[config.mk]
export PLATFORM = sky130hd
export DESIGN_NAME = sst_cell
export DESIGN_NICKNAME = d
export VERILOG_FILES = /design/src/design/sst_pkg.sv /design/src/design/sst_cell.sv
export SDC_FILE = /design/constraint.sdc
export NUM_CORES = 1
export LEC_CHECK = 0
export ABC_AREA = 1
export ABC_CLOCK_PERIOD_IN_PS = 4300
export BUFFER_PORTS_ARGS = -buffer_cell sky130_fd_sc_hd__buf_2
export CORE_UTILIZATION = 33
export DETAILED_ROUTE_END_ITERATION = 16
export HOLD_SLACK_MARGIN = 0.12
export RECOVER_POWER = 100
export SLEW_MARGIN = 25
export SYNTH_ARGS = -nofsm -noshare
export SYNTH_HDL_FRONTEND = slang
export SYNTH_SLANG_ARGS = --single-unit
export TNS_END_PERCENT = 20
[constraint.sdc]
create_clock -name clk -period 4.3 [get_ports clk]
set_clock_uncertainty 0.2 [all_clocks]
set_input_delay 1.075 -clock clk [delete_from_list [all_inputs] [get_ports clk]]
set_output_delay 1.075 -clock clk [all_outputs]
set_load 0.01 [all_outputs]
[src/design/sst_pkg.sv]
`timescale 1ns / 1ps
// ----------------------------------------------------------------------------
// sst_pkg
// Shared types, codes and defaults of the sorted set table.
// ----------------------------------------------------------------------------
package sst_pkg;

    localparam int CAPACITY_DEF = 64;

    localparam logic [1:0] MODE_LOOKUP = 2'd0;
    localparam logic [1:0] MODE_INSERT = 2'd1;
    localparam logic [1:0] MODE_DELETE = 2'd2;

    localparam logic [1:0] ST_OK       = 2'd0;
    localparam logic [1:0] ST_NOCHANGE = 2'd1;
    localparam logic [1:0] ST_FULL     = 2'd2;

    typedef struct packed {
        logic [1:0]         mode;
        logic signed [31:0] value;
    } req_t;

    typedef struct packed {
        logic [1:0]         status;
        logic [5:0]         position;
        logic [6:0]         count;
        logic signed [31:0] total;
    } rsp_t;

    // request wavefront moving down the cell row
    typedef struct packed {
        logic [1:0]         mode;
        logic signed [31:0] value;
        logic               decided;   // first entry not below value seen
        logic               found;     // value is held
        logic               shift;     // entries are being moved
        logic signed [31:0] carry;     // entry displaced by an insert
    } wave_t;

endpackage

[src/design/sst_cell.sv]
`timescale 1ns / 1ps
// ----------------------------------------------------------------------------
// sst_cell
// One slot of the sorted row: holds one entry and acts on the request
// wavefront as it passes, then hands it to the next slot.
// ----------------------------------------------------------------------------
module sst_cell #(
    parameter int CAPACITY = sst_pkg::CAPACITY_DEF,
    parameter int IDX      = 0,
    localparam int CW      = $clog2(CAPACITY + 1),
    localparam int PW      = $clog2(CAPACITY)
) (
    input  logic                clk,
    input  logic                rst_n,
    input  logic [CW-1:0]       occ,
    input  logic                tok_in,
    input  sst_pkg::wave_t      wave_in,
    input  logic [PW-1:0]       pos_in,
    input  logic signed [31:0]  nb_elem,
    output logic signed [31:0]  elem,
    output logic                tok_out,
    output sst_pkg::wave_t      wave_out,
    output logic [PW-1:0]       pos_out
);

    localparam logic [CW-1:0] IDX_C = CW'(IDX);
    localparam logic [CW-1:0] CAP_C = CW'(CAPACITY);

    logic signed [31:0] elem_reg;
    logic signed [31:0] elem_next;
    logic               elem_we;
    logic               tok_reg;
    sst_pkg::wave_t     wave_reg;
    sst_pkg::wave_t     wave_next;
    logic [PW-1:0]      pos_reg;
    logic [PW-1:0]      pos_next;
    logic               slot_valid;
    logic               is_ins;
    logic               is_del;
    logic               full;

    assign slot_valid = IDX_C < occ;
    assign is_ins     = wave_in.mode == sst_pkg::MODE_INSERT;
    assign is_del     = wave_in.mode == sst_pkg::MODE_DELETE;
    assign full       = occ == CAP_C;

    always_comb
    begin
        wave_next = wave_in;
        pos_next  = pos_in;
        elem_next = elem_reg;
        elem_we   = 1'b0;
        if (tok_in)
        begin
            if (!wave_in.decided)
            begin
                if (slot_valid && (elem_reg < wave_in.value))
                begin
                    // smaller entry, keep going
                end
                else if (slot_valid && (elem_reg == wave_in.value))
                begin
                    wave_next.decided = 1'b1;
                    wave_next.found   = 1'b1;
                    pos_next          = PW'(IDX);
                    if (is_del)
                    begin
                        wave_next.shift = 1'b1;
                        elem_next       = nb_elem;
                        elem_we         = 1'b1;
                    end
                end
                else
                begin
                    // empty slot or larger entry: value is absent
                    wave_next.decided = 1'b1;
                    if (is_ins && !full)
                    begin
                        wave_next.shift = 1'b1;
                        wave_next.carry = elem_reg;
                        pos_next        = PW'(IDX);
                        elem_next       = wave_in.value;
                        elem_we         = 1'b1;
                    end
                end
            end
            else if (wave_in.shift)
            begin
                if (is_ins && (IDX_C <= occ))
                begin
                    wave_next.carry = elem_reg;
                    elem_next       = wave_in.carry;
                    elem_we         = 1'b1;
                end
                else if (is_del && slot_valid)
                begin
                    elem_next = nb_elem;
                    elem_we   = 1'b1;
                end
            end
        end
    end

    always_ff @(posedge clk)
    begin
        if (elem_we)
        begin
            elem_reg <= elem_next;
        end
    end

    always_ff @(posedge clk or negedge rst_n)
    begin
        if (!rst_n)
        begin
            tok_reg <= 1'b0;
        end
        else
        begin
            tok_reg <= tok_in;
        end
    end

    always_ff @(posedge clk)
    begin
        wave_reg <= wave_next;
        pos_reg  <= pos_next;
    end

    assign elem     = elem_reg;
    assign tok_out  = tok_reg;
    assign wave_out = wave_reg;
    assign pos_out  = pos_reg;

endmodule

-- Yosys cells after proc, flatten, opt, wreduce, memory -nomap -nowiden
Cells that the tools add are included.
W data, S select, Z words.
- magnitude comparators: 3
- equality and inequality tests: 8
- multiplexer cells: 33
- reductions and logical operators: 8
- operator list (operator ; number):
    $mux W32 ; 12
    $mux W35 ; 2
    $mux W33 ; 1
    $eq A32 B32 Y1 ; 1
    $lt A32 B32 Y1 ; 1
    $mux W6 ; 5
    $mux W1 ; 12
    $eq A7 B7 Y1 const B ; 1
    $le A1 B7 Y1 const A ; 1
    $lt A1 B7 Y1 const A ; 1
    $reduce_and A7 Y1 ; 1
    $logic_and A1 B1 Y1 ; 5
    $ne A2 B2 Y1 const B ; 2
    $mux W3 ; 1
    $ne A3 B1 Y1 const B ; 1
    $ne A3 B3 Y1 const B ; 1
    $reduce_bool A3 Y1 ; 1
    $eq A2 B1 Y1 const B ; 1
    $eq A2 B2 Y1 const B ; 1
    $logic_not A1 Y1 ; 1
- register bits after elaboration: 108
- input port bits: 117
- output and inout bits: 108
- logic and storage cells: 61

-- Longest topological paths before layout
Gate-level depths: netlist (run 1).
- depth after elaboration: 9
- depth in mapped cells: 18
- mapped depth without buffers: 17

-- Worst setup path before layout (run 1)
Ideal clock, no wire load.
- path kind: input to register
- start point: input port wave_in[66] (netlist name)
- end point: register elem_reg[0] (netlist: elem[0]), enable pin
- arrival: 3.185 ns
- required time: 3.713 ns
- path slack: 0.528 ns
- stages: 15
- path through: inv_1 -> ha_1 -> nand2_1 -> nor2_2 -> nand4_2 -> nor2_2 -> nand2_1 -> nand2_1 -> nand2_2 -> nand3_2 -> buf_4 -> inv_1 -> nand2_1 -> nand4_1 -> inv_1
- word-level cells in the longest chain between the ends: 7
- elaborated cells between the ends (all ways): 12
- those cells by class: order compare: 1; eq/ne: 3; mux: 4; reduce/logical: 4
- ends and longest elaborated chain (item ; RTL line ; RTL):
    from (decl) ; sst_cell.sv:17 ; input sst_pkg::wave_t wave_in,
    branches (longest 6 deep; another with $lt A32 B32 Y1) ; -- ;
    $reduce_and A7 Y1 (no source line) (*) ; -- ;
    to (signal assigned) ; sst_cell.sv:108 ; elem_reg <= elem_next;
    to (decl) ; sst_cell.sv:29 ; logic signed [31:0] elem_reg;
Mark *: on every way between the ends.
A chain may end at the register's enable or synchronous reset.

==> summary.md, run 1 <==
| Metric | Value |
|---|---|
| Core Footprint | `20500 µm²` |
| Synth area leaders | `dfxtp_1 21%, nand2_1 17%, edfxtp_1 14%, inv_1 10%, o21ai_0 8.3%` |
| CP endpoint kind | `flip-flop` |
| Core Rows | `52` |
| Post-Syn Instances | `1079` |
| Mapped Nets | `1228` |
| Pins Over Slew Limit | `0` |
| Asr flop ratio synth | `0.926%` |
| Ys Warns | `0` |
| CTS resizes | `0` |
| CTS Buffer Depth | `2` |
| Final worst-path cycle share | `85.2%` |
| Final setup TNS | `0 ns` |
| Clock Pin Slew Worst Setup and Hold Paths | `0.08 ns` |
| Largest net degree at the start of global routing | `68` |
| Final Hold Viols | `0` |
| Max Cap Viol | `0` |
| CP Data Arrival Time | `3.74 ns` |
| Comb pwr share | `21.3%` |
| Setup crit start kind | `input port` |
| Main synth FF type | `dfxtp_1` |
| NetSw | `828 µW` |
| Fin cells | `1545` |
| Switch share | `30.3%` |
| Int Pwr | `1900 µW` |
| WS Path Type | `input port to flip-flop` |
| Proportion of layout cells with a drive suffix above 1 | `9.98%` |
| Fin crit period | `3.66 ns` |
| Inst Count DP | `1527` |
| Yosys reg bits | `108` |
| Antenna violations before repair | `2` |
| Sequential share of power | `42.0%` |
| Leak pwr | `0.00442 µW` |
| Data required, critical path | `4.38 ns` |
| Global route overflow | `0` |
| Fillers | `2257` |
| HPWL Detailed | `15.9 mm` |
| Commonest non-fill, non-tap cell in the layout | `nand2_1` |
| Most frequent cells in the layout | `310 x nand2_1, 188 x inv_1, 143 x clkbuf_1, 120 x o21ai_0, 109 x a21oi_1` |
| First-pass GRT wire length | `35.5 mm` |
| CTS Buf Count | `9` |
| Post-CTS setup buffer count | `0` |
| DRT Pass-1 Iters | `7` |
| CTS tree | `done` |
| Synth-to-layout area growth | `21.6%` |
| Gp weighted congestion | `0.832` |
| Slew @ Worst Pin | `1.40 ns` |
| Register area | `2490 µm²` |
| Synth top area share | `21.5%` |
| DIE WIDTH | `148 µm` |
| Hold_ws | `0.272 ns` |
| Vias per cell | `4.88` |
| Crit path max fanout | `33` |
| Vias | `7536` |
| Die Y | `148 µm` |
| Reg-to-reg setup timing slack | `1.07 ns` |
| Drt drc | `0` |
| Number of global-route vias before repair | `6668` |
| Max_slew headroom | `6.64%` |
| Die footprint | `21800 µm²` |
| Worst setup margin | `0.635 ns` |
| Worst slack, placed | `0.446 ns` |
| Unique masters post-synth | `29` |
| Cell Area, Synth | `7000 µm²` |
| Largest register FFs | `69` |
| Syn_area_per_cell | `6.48 µm²` |
| Final nets | `1417` |
| Fmax | `273 MHz` |
| GRT Total Usage | `21.0%` |
| Maximum vdd drop | `0.000183 V` |
| DR WL/cell | `14.8 µm` |
| DR iter-0 viols | `436` |
| Outcome | `completed` |
| Starting Density | `34.1%` |
| H-tree levels | `3` |
| Unrepaired setup endpoints after global routing | `false` |
| Root Buffer | `clkbuf_16` |
| Clock power frac | `36.7%` |
| Setup violators final | `0` |
| IO Port Bufs | `224` |
| DRT antenna net count | `0` |
| Clk_lat worst skew | `0.36 ns` |
| Hold bufs inserted after CTS | `0` |
| Worst Hold Class | `input port to async pin` |
| Clock sink count | `108` |
| Biggest area consumer among synthesized cells | `dfxtp_1` |
| Pwr dens | `321 nW/µm²` |
| Post-synth EDFFs | `32` |
| Multi-input logic area | `3520 µm²` |
| Total routed wirelength | `22.9 mm` |
| I/O Pins | `225` |
| Sequential area share after synthesis | `35.6%` |
## power by group through the flow
stage | clock (µW) | combinational, µW | sequential, µW
floorplan | 0 | 330 | 1200
global placement | 0 | 600 | 1170
detailed placement | 0 | 607 | 1170
CTS | 1020 | 609 | 1150
global route | 1060 | 663 | 1150
finish | 1000 | 582 | 1150
## routing by layer
| layer | vias to the layer above | global-route usage [%] | routed length (µm) |
|---|---|---|---|
| met3 | 32 | 3.73 | 1850 |
| met2 | 309 | 33.3 | 10200 |
| met4 | 0 | 7.84 | 476 |
| met1 | 3355 | 28.4 | 10400 |
| met5 | - | 0 | 0 |
| li1 | 3840 | - | - |
## path summary, 6_finish.rpt
| check | depth (start not counted) | from | to |
|---|---|---|---|
| min in group clk | 1 | wave_in[67] | wave_out[67] |
| worst max register to register | 12 | elem[31] | wave_out[32] |
| worst min register to register | 6 | elem[9] | wave_out[9] |
| worst min-delay path | 1 | rst_n | tok_out |
| max in group asynchronous | 1 | rst_n | tok_out |
| worst max-delay path | 14 | wave_in[66] | wave_out[32] |
## per-stage QoR
step / util [%] / power [µW] / instance area, µm²
floorplan: - / 1530 / 7000
global placement: 40.8 / 1770 / 8360
detailed placement: 40.8 / 1770 / 8360
CTS: 42.5 / 2780 / 8700
global route: 41.5 / 2880 / 8510
finish: 41.5 / 2730 / 8510
## worst max-delay path, cell delays in order
cell	delay [ns]
clkbuf_1	0.15
inv_1	0.06
ha_1	0.35
nand2_1	0.10
nor2_1	0.14
nand4_1	0.18
nor2_1	0.29
nand2_1	0.16
nand2_1	0.10
nand2_2	0.05
nand3_1	0.10
buf_4	0.39
nand3_1	0.32
o21ai_0	0.28
## Yosys cell counts (2+ instances only)
library cell and count:
nand2_1 310, inv_1 188, o21ai_0 116, a21oi_1 109, dfxtp_1 75, clkbuf_1 45
nor2_1 43, nand4_1 37, a31oi_1 32, edfxtp_1 32, ha_1 32, o21ai_1 15
buf_2 9, buf_1 6, nand3_1 4, nor2_2 4, buf_4 3, inv_2 3
nand3_2 3, buf_6 2, nor3_1 2, o21a_1 2
## cell families after synthesis
logic type / count (synthesis) / share of synthesized area, %
buffers and inverters: 256 / 14.3
DFF: 108 / 35.6
adders and majority gates: 32 / 5.72
AOI/OAI and AO/OA: 278 / 20.7
and+or+nand+nor: 405 / 23.7
## layout make-up
| type | count | share of cell area, % |
|---|---|---|
| Multi-Input combinational cell | 715 | 41.4 |
| Sequential cell | 108 | 29.2 |
| Inverter | 191 | 8.44 |
| Timing Repair Buffer | 243 | 12.8 |
| Antenna cell | 2 | 0.0588 |
| Clock inverter | 7 | 1.43 |
| Clock buffer | 9 | 2.65 |
| Tap cell | 270 | 3.97 |
(Power assumes the default switching activity.)
==> run 2, diff against run 1 <==
--- a/config.mk
+++ b/config.mk
@@ -11,6 +11,7 @@
 export CORE_UTILIZATION = 33
 export DETAILED_ROUTE_END_ITERATION = 16
 export HOLD_SLACK_MARGIN = 0.12
+export PLACE_DENSITY = 0.63
 export RECOVER_POWER = 100
 export SLEW_MARGIN = 25
 export SYNTH_ARGS = -nofsm -noshare
==> summary.md, run 2 (synthesized netlist as in run 1, its figures left out) <==
| Metric | Value |
|---|---|
| Outcome | `finished with violations` |
| Failing checks | `max-capacitance violations, max-slew violations` |
| Antenna violations before repair | `1` |
| Clock Pin Slew Worst Setup and Hold Paths | `0.08 ns` |
| GRT Max-Usage Layer | `met2` |
| Final worst-path cycle share | `86.9%` |
| Unrepaired setup endpoints after global routing | `false` |
| Most frequent cells in the layout | `310 x nand2_1, 187 x inv_1, 145 x clkbuf_1, 118 x o21ai_0, 109 x a21oi_1` |
| DR iter-0 viols | `463` |
| Largest register FFs | `69` |
| Setup crit start kind | `input port` |
| Vias | `7535` |
| Data required, critical path | `4.11 ns` |
| Pwr dens | `306 nW/µm²` |
| Reg-to-reg setup timing slack | `1.01 ns` |
| Global route overflow | `0` |
| Core Footprint | `20500 µm²` |
| H-tree levels | `3` |
| GRT Total Usage | `20.5%` |
| Switch share | `31.1%` |
| Fillers | `2303` |
| Final Hold Viols | `0` |
| WP buf/inv | `5` |
| DRT Pass-1 Iters | `5` |
| Met2 global-route usage | `32.8%` |
| Hold bufs inserted after CTS | `0` |
| Commonest non-fill, non-tap cell in the layout | `nand2_1` |
| Root Buffer | `clkbuf_16` |
| DR WL/cell | `14.5 µm` |
| Crit path largest cell delay | `0.36 ns` |
| Proportion of layout cells with a drive suffix above 1 | `9.96%` |
| Setup violators final | `0` |
| Largest net degree at the start of global routing | `79` |
| Worst Hold Class | `input port to async pin` |
| Vias per cell | `4.87` |
| CP endpoint kind | `flip-flop` |
| Crit path max fanout | `34` |
| Max Cap Viol | `1` |
| DRT antenna net count | `0` |
| IO Port Bufs | `224` |
| Leak pwr | `0.00440 µW` |
| CTS Buf Count | `9` |
| Comb pwr share | `22.5%` |
| GR Util met3 | `4.38%` |
| Total routed wirelength | `22.4 mm` |
| First-pass GRT wire length | `35.3 mm` |
| Gp weighted congestion | `0.788` |
| CP Data Arrival Time | `3.55 ns` |
| Clock sink count | `108` |
| I/O Pins | `225` |
| Maximum vdd drop | `0.000195 V` |
| Clock power frac | `33.2%` |
| CP max-delay cell | `ha_1` |
| WS Path Type | `input port to flip-flop` |
| Synth-to-layout area growth | `21.2%` |
| Met1 Use GR | `27.9%` |
| Die footprint | `21800 µm²` |
| NetSw | `806 µW` |
| Final nets | `1419` |
| Pins Over Slew Limit | `42` |
| CTS Buffer Depth | `2` |
| Die Y | `148 µm` |
| Hold_ws | `0.276 ns` |
| Number of global-route vias before repair | `6839` |
| Fin crit period | `3.74 ns` |
| Clk_lat worst skew | `0.35 ns` |
| Final setup TNS | `0 ns` |
| Core Rows | `52` |
| Post-CTS setup buffer count | `0` |
| Crit-path cells | `clkbuf_1 -> inv_1 -> ha_1 -> nand2_1 -> nor2_1 -> nand4_1 -> nor2_1 -> nand4_1 -> buf_4 -> nor2_1 -> nand2_1 -> nand4_1 -> clkinv_1 -> clkbuf_2` |
| Int Pwr | `1790 µW` |
| Drt drc | `0` |
| Sequential share of power | `44.3%` |
| DIE WIDTH | `148 µm` |
| Max_slew headroom | `-26.8%` |
| CTS tree | `done` |
| Slew @ Worst Pin | `1.90 ns` |
| HPWL Detailed | `15.8 mm` |
| Starting Density | `34.1%` |
| Delay-heaviest family, CP | `simple AND/OR/NAND/NOR gates` |
| CTS resizes | `0` |
| Fmax | `268 MHz` |
==> run 2: cell types whose count changed in the layout (fill, tap and decap cells not counted), moves of 2 or more <==
cell,previous run,this run
bufinv_16,3,1
clkbuf_1,143,145
o21ai_1,10,12
o21ai_0,120,118
==> run 2: area by class of cell <==
type | count | area [µm²] | area share (%)
Multi-Input combinational cell | 715 | 3520 | 41.5
Sequential cell | 108 | 2490 | 29.3
Timing Repair Buffer | 245 | 1120 | 13.2
Inverter | 191 | 718 | 8.47
Tap cell | 270 | 338 | 3.98
Clock buffer | 11 | 233 | 2.74
Clock inverter | 5 | 61.3 | 0.723
Antenna cell | 2 | 5.00 | 0.0590
==> run 2: metrics by stage <==
step | instance area, µm² | cells | power (µW) | util [%] | setup WS (ns)
6_report | 8480 | 1547 | 2590 | 41.4 | 0.563
5_1_grt | 8480 | 1545 | 2750 | 41.4 | 0.341
4_1_cts | 8680 | 1545 | 2650 | 42.4 | 0.854
3_5_place_dp | 8390 | 1529 | 1780 | 40.9 | 0.481
3_3_place_gp | 8390 | 1529 | 1770 | 40.9 | 0.466
2_1_floorplan | 7000 | 1079 | 1530 | - | 0.528
==> run 2: worst reg2reg max path, cell delays in order (launching register included) <==
cell	delay (ns)
edfxtp_1	0.44
ha_1	0.40
nand2_1	0.10
nor2_1	0.15
nand4_1	0.17
nor2_1	0.21
nand4_1	0.16
buf_4	0.31
nor2_1	0.21
nand2_1	0.07
nand4_1	0.10
clkinv_1	0.09
clkbuf_2	0.33
==> run 2: worst paths after layout <==
path,endpoint,cells past startpoint,from
setup reg to reg,elem[12],12,elem[31]
max in group asynchronous,tok_out,1,rst_n
hold reg to reg,wave_out[9],6,elem[9]
setup / recovery,elem[12],14,wave_in[66]
hold / removal,tok_out,1,rst_n
min in group clk,wave_out[9],6,elem[9]
==> run 2: power by group through the flow <==
stage | clock [µW] | combinational [µW] | sequential, µW
floorplan | 0 | 330 | 1200
global placement | 0 | 598 | 1170
detailed placement | 0 | 608 | 1170
CTS | 889 | 611 | 1150
global route | 923 | 669 | 1150
finish | 861 | 584 | 1150
==> run 2: routing by layer <==
layer  wire [µm]  vias up
met1       10500     3364
li1            -     3846
met4         283        0
met5           0        -
met2        9940      300
met3        1650       25
